===== src/rtl/clover_addback_accumulator_assert.svh =====
// Assertion macros shared by the clover add-back accumulator RTL.
// Depends on nothing; define NO_ASSERTIONS to compile them out.
`ifndef CLOVER_ADDBACK_ACCUMULATOR_ASSERT_SVH
`define CLOVER_ADDBACK_ACCUMULATOR_ASSERT_SVH

`ifndef NO_ASSERTIONS

// Property checked on every clock edge outside reset
`define CAB_ASSERT(lbl, clk, rstn, prop, msg) \
  lbl: assert property (@(posedge clk) disable iff (!rstn) (prop)) else $error(msg);

// Condition in one cycle implies consequence in the next
`define CAB_ASSERT_NEXT(lbl, clk, rstn, ante, cons, msg) \
  lbl: assert property (@(posedge clk) disable iff (!rstn) (ante) |=> (cons)) else $error(msg);

`else

`define CAB_ASSERT(lbl, clk, rstn, prop, msg)
`define CAB_ASSERT_NEXT(lbl, clk, rstn, ante, cons, msg)

`endif

`endif


===== src/rtl/cab_pkg.sv =====
// Package for the clover add-back accumulator: fixed port widths and
// the control bundle broadcast to the entry cells. No dependencies.
`default_nettype none

package cab_pkg;

  localparam int unsigned CloverW   = 4;
  localparam int unsigned EnergyInW = 16;
  localparam int unsigned SumOutW   = 24;

  // Control broadcast from the sequencer to every cell
  typedef struct packed {
    logic accept;  // a hit beat is taken this cycle
    logic found;   // some cell already holds the hit's clover
    logic shift;   // dump: every cell takes its upper neighbor's entry
  } cab_ctrl_t;

endpackage

`default_nettype wire


===== src/rtl/cab_cell.sv =====
// One entry cell of the add-back table: clover, saturating sum, valid.
// Depends on cab_pkg for the control bundle and clover width.
`default_nettype none

module cab_cell #(
  parameter int unsigned ENERGY_WIDTH = 16,
  parameter int unsigned SUM_WIDTH    = 24
) (
  input  wire logic                           clk_i,
  input  wire logic                           rst_ni,
  input  wire cab_pkg::cab_ctrl_t             ctrl_i,
  input  wire logic [cab_pkg::CloverW-1:0]    hit_clover_i,
  input  wire logic [ENERGY_WIDTH-1:0]        hit_energy_i,
  input  wire logic                           prev_valid_i,
  input  wire logic                           nxt_valid_i,
  input  wire logic [cab_pkg::CloverW-1:0]    nxt_clover_i,
  input  wire logic [SUM_WIDTH-1:0]           nxt_sum_i,
  output logic                                valid_o,
  output logic [cab_pkg::CloverW-1:0]         clover_o,
  output logic [SUM_WIDTH-1:0]                sum_o,
  output logic                                match_o
);
  import cab_pkg::*;

  localparam int unsigned AddW = ((SUM_WIDTH > ENERGY_WIDTH) ? SUM_WIDTH : ENERGY_WIDTH) + 1;
  localparam logic [AddW-1:0] SumMax = AddW'({SUM_WIDTH{1'b1}});

  logic                 valid_q;
  logic [CloverW-1:0]   clover_q;
  logic [SUM_WIDTH-1:0] sum_q;
  logic                 append;
  logic [AddW-1:0]      base;
  logic [AddW-1:0]      total;
  logic [SUM_WIDTH-1:0] sum_d;

  // hit hits this cell, or this is the first free cell and nobody matched
  assign match_o = valid_q && (clover_q == hit_clover_i);
  assign append  = !valid_q && prev_valid_i && !ctrl_i.found;

  // saturating add; a fresh entry starts from zero
  always_comb begin
    base  = match_o ? AddW'(sum_q) : '0;
    total = base + AddW'(hit_energy_i);
    sum_d = (total > SumMax) ? {SUM_WIDTH{1'b1}} : total[SUM_WIDTH-1:0];
  end

  always_ff @(posedge clk_i or negedge rst_ni) begin
    if (!rst_ni) begin
      valid_q <= 1'b0;
    end else if (ctrl_i.shift) begin
      valid_q <= nxt_valid_i;
    end else if (ctrl_i.accept && append) begin
      valid_q <= 1'b1;
    end
  end

  // payload: no reset
  always_ff @(posedge clk_i) begin
    if (ctrl_i.shift) begin
      clover_q <= nxt_clover_i;
      sum_q    <= nxt_sum_i;
    end else if (ctrl_i.accept && (match_o || append)) begin
      clover_q <= hit_clover_i;
      sum_q    <= sum_d;
    end
  end

  assign valid_o  = valid_q;
  assign clover_o = clover_q;
  assign sum_o    = sum_q;

endmodule

`default_nettype wire


===== src/rtl/clover_addback_accumulator.sv =====
// Clover add-back accumulator: one hit beat per cycle while collecting an event;
// the end-of-event hit is merged in the cycle it is accepted. Emission starts the
// next cycle with N entry beats for N entries, one on each cycle the receiver does
// not stall, as the chain shifts toward cell 0; hit input stalls until the last is taken.
// Reset (rst_ni, async active low) empties the table and returns to collecting.
// Depends on cab_pkg, cab_cell and clover_addback_accumulator_assert.svh.
`default_nettype none
`include "clover_addback_accumulator_assert.svh"

module clover_addback_accumulator #(
  parameter int unsigned MAX_CLOVERS  = 16,
  parameter int unsigned ENERGY_WIDTH = 16,
  parameter int unsigned SUM_WIDTH    = 24
) (
  input  wire logic                             clk_i,
  input  wire logic                             rst_ni,
  input  wire logic                             in_valid_i,
  output logic                                  in_stall_o,
  input  wire logic [cab_pkg::CloverW-1:0]      clover_id_i,
  input  wire logic [cab_pkg::EnergyInW-1:0]    hit_energy_i,
  input  wire logic                             end_of_event_i,
  output logic                                  out_valid_o,
  input  wire logic                             out_stall_i,
  output logic [cab_pkg::CloverW-1:0]           out_clover_o,
  output logic [cab_pkg::SumOutW-1:0]           energy_sum_o,
  output logic                                  last_entry_o
);
  import cab_pkg::*;

  typedef enum logic {
    ST_COLLECT,
    ST_DUMP
  } cab_state_e;

  cab_state_e state_q;

  cab_ctrl_t                ctrl;
  logic [ENERGY_WIDTH-1:0]  energy;
  logic [MAX_CLOVERS-1:0]   valid_vec;
  logic [MAX_CLOVERS-1:0]   match_vec;
  logic [MAX_CLOVERS:0]     valid_hi;    // valid with an empty slot above the top cell
  logic [MAX_CLOVERS:0]     valid_lo;    // valid with an always-full slot below cell 0
  logic [CloverW-1:0]       clover_arr [MAX_CLOVERS+1];
  logic [SUM_WIDTH-1:0]     sum_arr    [MAX_CLOVERS+1];
  logic                     in_beat;
  logic                     out_beat;

  // energy is cut to its low ENERGY_WIDTH bits when ENERGY_WIDTH is narrower, else zero-extended
  if (ENERGY_WIDTH >= EnergyInW) begin : g_energy_ext
    assign energy = ENERGY_WIDTH'(hit_energy_i);
  end else begin : g_energy_cut
    assign energy = hit_energy_i[ENERGY_WIDTH-1:0];
  end

  assign in_stall_o = (state_q == ST_DUMP);
  assign in_beat    = in_valid_i && !in_stall_o;
  assign out_beat   = out_valid_o && !out_stall_i;

  assign ctrl.accept = in_beat;
  assign ctrl.found  = |match_vec;
  assign ctrl.shift  = out_beat;

  assign valid_hi = {1'b0, valid_vec};
  assign valid_lo = {valid_vec, 1'b1};
  assign clover_arr[MAX_CLOVERS] = '0;
  assign sum_arr[MAX_CLOVERS]    = '0;

  // chain of entry cells; cell i+1 feeds cell i while dumping
  for (genvar i = 0; i < MAX_CLOVERS; i++) begin : g_cell
    cab_cell #(
      .ENERGY_WIDTH (ENERGY_WIDTH),
      .SUM_WIDTH    (SUM_WIDTH)
    ) u_cell (
      .clk_i        (clk_i),
      .rst_ni       (rst_ni),
      .ctrl_i       (ctrl),
      .hit_clover_i (clover_id_i),
      .hit_energy_i (energy),
      .prev_valid_i (valid_lo[i]),
      .nxt_valid_i  (valid_hi[i+1]),
      .nxt_clover_i (clover_arr[i+1]),
      .nxt_sum_i    (sum_arr[i+1]),
      .valid_o      (valid_vec[i]),
      .clover_o     (clover_arr[i]),
      .sum_o        (sum_arr[i]),
      .match_o      (match_vec[i])
    );
  end

  // collect until the end-of-event beat, then dump until the last entry leaves
  always_ff @(posedge clk_i or negedge rst_ni) begin
    if (!rst_ni) begin
      state_q <= ST_COLLECT;
    end else begin
      case (state_q)
        ST_COLLECT: if (in_beat && end_of_event_i) state_q <= ST_DUMP;
        ST_DUMP:    if (out_beat && last_entry_o) state_q <= ST_COLLECT;
        default:    state_q <= ST_COLLECT;
      endcase
    end
  end

  // results come straight from cell 0
  assign out_valid_o  = (state_q == ST_DUMP) && valid_vec[0];
  assign out_clover_o = clover_arr[0];
  assign last_entry_o = !valid_hi[1];

  if (SUM_WIDTH >= SumOutW) begin : g_sum_cut
    assign energy_sum_o = sum_arr[0][SumOutW-1:0];
  end else begin : g_sum_ext
    assign energy_sum_o = SumOutW'(sum_arr[0]);
  end

  // table stays packed from cell 0 upward
  `CAB_ASSERT(a_packed, clk_i, rst_ni, $onehot(valid_hi + 1'b1), "table entries not contiguous")
  // a clover is held by at most one cell
  `CAB_ASSERT(a_unique, clk_i, rst_ni, $onehot0(match_vec), "clover found in two cells")
  // dumping always has an entry at the head
  `CAB_ASSERT(a_dump_head, clk_i, rst_ni, (state_q != ST_DUMP) || valid_vec[0], "dump with empty head")
  // after the last entry leaves the table is empty and collecting resumes
  `CAB_ASSERT_NEXT(a_dump_end, clk_i, rst_ni, out_beat && last_entry_o, (valid_vec == '0) && (state_q == ST_COLLECT), "table not empty after dump")

endmodule

`default_nettype wire

===== config.mk =====
export PLATFORM = sky130hd
export DESIGN_NAME = clover_addback_accumulator
export DESIGN_NICKNAME = d
export VERILOG_FILES = /design/src/rtl/cab_pkg.sv /design/src/rtl/cab_cell.sv /design/src/rtl/clover_addback_accumulator.sv
export VERILOG_INCLUDE_DIRS = /design/src /design/src/rtl
export SDC_FILE = /design/constraint.sdc
export NUM_CORES = 2
export LEC_CHECK = 0
export BUFFER_PORTS_ARGS = -buffer_cell sky130_fd_sc_hd__buf_2
export CAP_MARGIN = 10
export CORE_MARGIN = 4
export CORE_UTILIZATION = 35
export CTS_CLUSTER_SIZE = 14
export DETAILED_ROUTE_END_ITERATION = 10
export HOLD_SLACK_MARGIN = 0.08
export MAX_ROUTING_LAYER = met4
export PLACE_DENSITY = 0.48
export SYNTH_ARGS = -nofsm -noshare
export SYNTH_HDL_FRONTEND = slang
export SYNTH_SLANG_ARGS = --single-unit

===== constraint.sdc =====
create_clock -name clk_i -period 4.04 [get_ports clk_i]
set_input_delay 0.606 -clock clk_i [delete_from_list [all_inputs] [get_ports clk_i]]
set_output_delay 0.606 -clock clk_i [all_outputs]
set_load 0.05 [all_outputs]

==> summary.txt <==
Timing
  • F_max: 260 MHz
  • Slew Viols, Final: 0
  • Max-slew headroom: 21.9%
  • Measured slew at the worst slew-check pin: 1170 ps
  • Tmin final: 3840 ps
  • Final WS setup: 200 ps
  • Final period utilization: 95.1%
  • Final setup viols: 0
  • Worst Clk Skew: 26.8 ps
  • Final hold violation count: 0

Power and ir drop
  • Pwr dens: 556 nW/µm²
  • Internal power: 15.2 mW
  • Clock power frac: 22.3%
  • Leakage power: 18.9 nW
  • Worst VDD drop: 653 µV
  • Seq pwr share: 37.7%
  • NetSw: 9.76 mW
  • Comb pwr share: 40.0%
  • Tot Pwr: 24.9 mW
  • Sw frac: 39.2%

CTS
  • Clk Latency, worst-skew pair: 610 ps
  • Clock Path Buffers: 3
  • Clock Pin Slew Worst Setup and Hold Paths: 60 ps
  • TritonCTS buffer count: 66
  • Clk sinks: 465
  • CTS Root Cell: clkbuf_16
  • CTS tree: built
  • CTS H-tree lvls: 3

Logic synthesis
  • Post-synthesis xor/xnor area fraction: 7.77%
  • Synthesized Nets: 4,259
  • Synth Register Bits: 465
  • Mux share of post-synthesis cell area: 0.493%
  • Gate Count Post-Synth: 3,962
  • Cell Area, Synth: 36,100 µm²
  • Compound-cell area share of the yosys netlist: 21.2%
  • Post-synth EDFFs: 420
  • Ys flop type: edfxtp_1
  • Yosys warnings: 0
  • Simple-gate share of the synthesized area: 19.7%
  • Post-synthesis area per instance: 9.10 µm²
  • Netlist cell types: 101
  • Adder and majority cell fraction of the synthesized area: 9.77%
  • Largest family of logic cells by synthesized area: compound AO/OA/AOI/OAI gates
  • Asr flop ratio synth: 3.66%
  • Sequential-to-total area share from yosys stat: 37.7%

Routing
  • Detailed Route Iter0 Violations: 2,125
  • Drt wl/cell: 19.7 µm
  • DR WL met2: 53,000 µm
  • Highest routed layer: met4
  • Vias per cell: 5.33
  • Wire length on met1: 55,500 µm
  • Total number of vias: 31,504
  • Final WL: 117,000 µm
  • Drt drc: 0
  • Post-route ant nets: 0
  • Detailed Routing Iterations Pass 1: 5
  • Met3 wire length: 5020 µm

GRT
  • GRT Total Usage: 21.8%
  • Pin count of the biggest net entering global routing: 111
  • Global-route wire length before repair: 180,000 µm
  • Gr ovfl total: 0
  • Number of global-route vias before repair: 31,153
  • Initial antenna violation count: 5

Setup path
  • Crit path required time: 4460 ps
  • Critical path, cell by cell: xnor2_2 -> nand3_2 -> nor3_4 -> and2_4 -> ha_4 -> inv_1 -> fa_2 -> nand2b_4 -> a211oi_4 -> o2111ai_2 -> a21oi_2 -> nor4b_2 -> buf_4 -> o31ai_4 -> nand4b_4 -> buf_12 -> a31oi_1
  • Crit. End Element: flop
  • Max incr delay on CP: 430 ps
  • Crit Path Class: reg2reg
  • Reg-to-Reg Start: g_cell[2].u_cell.clover_o[3]$_DFFE_PP_
  • CP startpoint: g_cell[2].u_cell.clover_o[3]$_DFFE_PP_
  • Crit path max-delay cell type: edfxtp_1
  • CP Launch Type: flop
  • CP Max Fanout: 14
  • CP top delay family: compound AO/OA/AOI/OAI gates
  • Critical Path AT: 4260 ps
  • Bufs and invs on worst path: 3

Die
  • CORE AREA: 102,000 µm²
  • Num rows: 117
  • Initial Util: 35.3%
  • Die height: 329 µm
  • IO Count: 56
  • Die ar.: 108,000 µm²
  • Die Wd: 329 µm

Placement
  • Port Buffers: 55
  • Post-DP HPWL: 88,100 µm
  • Gpl congestion: 0.846
  • Inst Count DP: 5,789
  • Setup Slack @ Placement: -456 ps

Cells and area
  • # fillers: 10,157
  • Synthesis-to-finish area growth: 24.3%
  • Nets: 4,793
  • Multi-input gate area: 21,900 µm²
  • Core Util, Final: 43.9%
  • Share of cells above drive strength 1: 19.6%
  • FF+latch area: 13,600 µm²
  • Final cell count without fillers: 5,916

Job
  • Max Cap Viol: 0

Min path
  • HP Start: end_of_event_i
  • Hold Crit Class: in2reg

Outcome
  • Status: finished, final reports clean
-- flip-flops by register name, summed over array words and instances, names as in the netlist --
register,flops
g_cell.u_cell.sum_o,384
in_stall_o,1
g_cell.u_cell.clover_o,64
g_cell.u_cell.valid_o,16
-- tightest hold or removal path, delay by kind of cell --
family          cells  cell delay (ps)
compound gates      1               80
buf+inv             2              130
-- stage by stage --
step | setup TNS, ps | area (µm²) | hold slack [ps]
floorplan | -5080 | 36600 | 310
global placement | -71850 | 42600 | 479
detailed placement | -72650 | 42600 | 485
CTS | 0 | 44600 | 215
global route | -12.8 | 44800 | 262
finish | 0 | 44800 | 261
-- synth_stat cells (all sizes together) (111+ instances only) --
| library cell | number | share of area (%) |
|---|---|---|
| a21oi | 381 | 5.3 |
| ha | 256 | 8.9 |
| xor2 | 166 | 4.0 |
| edfxtp | 420 | 35 |
| and2 | 271 | 4.7 |
| xnor2 | 154 | 3.7 |
| inv | 111 | 1.2 |
| o21ai | 205 | 2.9 |
| a31oi | 155 | 2.7 |
| nor2 | 408 | 4.3 |
| clkbuf | 127 | 1.3 |
| nand2 | 281 | 2.9 |
| a21o | 136 | 2.8 |
-- layout make-up --
| class | instances | share of cell area (%) |
|---|---|---|
| Clock inverter | 30 | 0.371 |
| Tap cell | 1368 | 3.82 |
| Antenna cell | 3 | 0.0168 |
| Sequential cell | 465 | 30.3 |
| Timing Repair Buffer | 637 | 11.6 |
| Inverter | 112 | 0.938 |
| Multi-Input combinational cell | 3214 | 48.8 |
| Clock buffer | 87 | 4.12 |
-- cell families after synthesis --
group                    Yosys count
adder cells (fa/ha/maj)          272
multiplexers                      17
flip-flops                       465
AND/OR/NAND/NOR                 1406
XOR/XNOR                         320
AO/OA/AOI/OAI                   1199
buffers and inverters            283
-- cell usage in the layout (no fill, tap or decap), drive strengths merged, types with 17 or more instances in the layout --
cell type | synthesis | layout
dfrtp | 17 | 17
o31ai | 24 | 24
inv | 111 | 113
a21o | 136 | 136
nor4 | 23 | 23
and3 | 49 | 49
a21oi | 381 | 381
a31oi | 155 | 155
clkinv | 1 | 27
nor2 | 408 | 408
a211oi | 45 | 45
ha | 256 | 256
buf | 44 | 636
o22a | 38 | 38
nand3 | 95 | 95
or3 | 27 | 27
edfxtp | 420 | 420
o21a | 48 | 48
o211ai | 21 | 21
o21ai | 205 | 205
and2 | 271 | 271
nand4 | 35 | 35
xor2 | 166 | 166
nand2 | 281 | 281
nand2b | 61 | 61
xnor2 | 154 | 154
o21bai | 23 | 23
clkbuf | 127 | 87
dfxtp | 28 | 28
nor2b | 26 | 26
nor3 | 70 | 70
-- final timing paths --
path | to | slack [ps] | cells past startpoint
worst max-delay path | g_cell[2].u_cell.sum_o[4]$_DFFE_PP_ | 200 | 17
worst min-delay path | in_stall_o$_DFF_PN0_ | 260 | 3
worst max register to register | g_cell[2].u_cell.sum_o[4]$_DFFE_PP_ | 200 | 17
worst min register to register | g_cell[15].u_cell.clover_o[2]$_SDFFE_PP0P_ | 490 | 2
max in group asynchronous | g_cell[5].u_cell.valid_o$_DFFE_PN0P_ | 3050 | 2
min in group asynchronous | in_stall_o$_DFF_PN0_ | 550 | 2
-- what timing repair did --
item / in CTS / in global routing
hold endpoints to repair: 17 / 0
setup buffers: 0 / 5
setup endpoints to repair: 0 / 111
hold buffers: 1 / 0
gates resized for setup: 0 / 24
-- power groups by stage --
stage	logic (mW)	registers [mW]	clock network [mW]
after floorplan	6.14	9.11	0
after global placement	9.89	9.51	0
after detailed placement	9.92	9.50	0
after CTS	9.98	9.43	5.74
after global routing	11.0	9.62	5.93
final	9.96	9.40	5.56
-- routing by layer --
layer	GRT usage, %	vias up
li1	-	15692
met1	29.5	15142
met2	34.2	519
met3	3.48	151
met4	5.56	0
met5	-	-
Power figures use the tool's default switching activity.
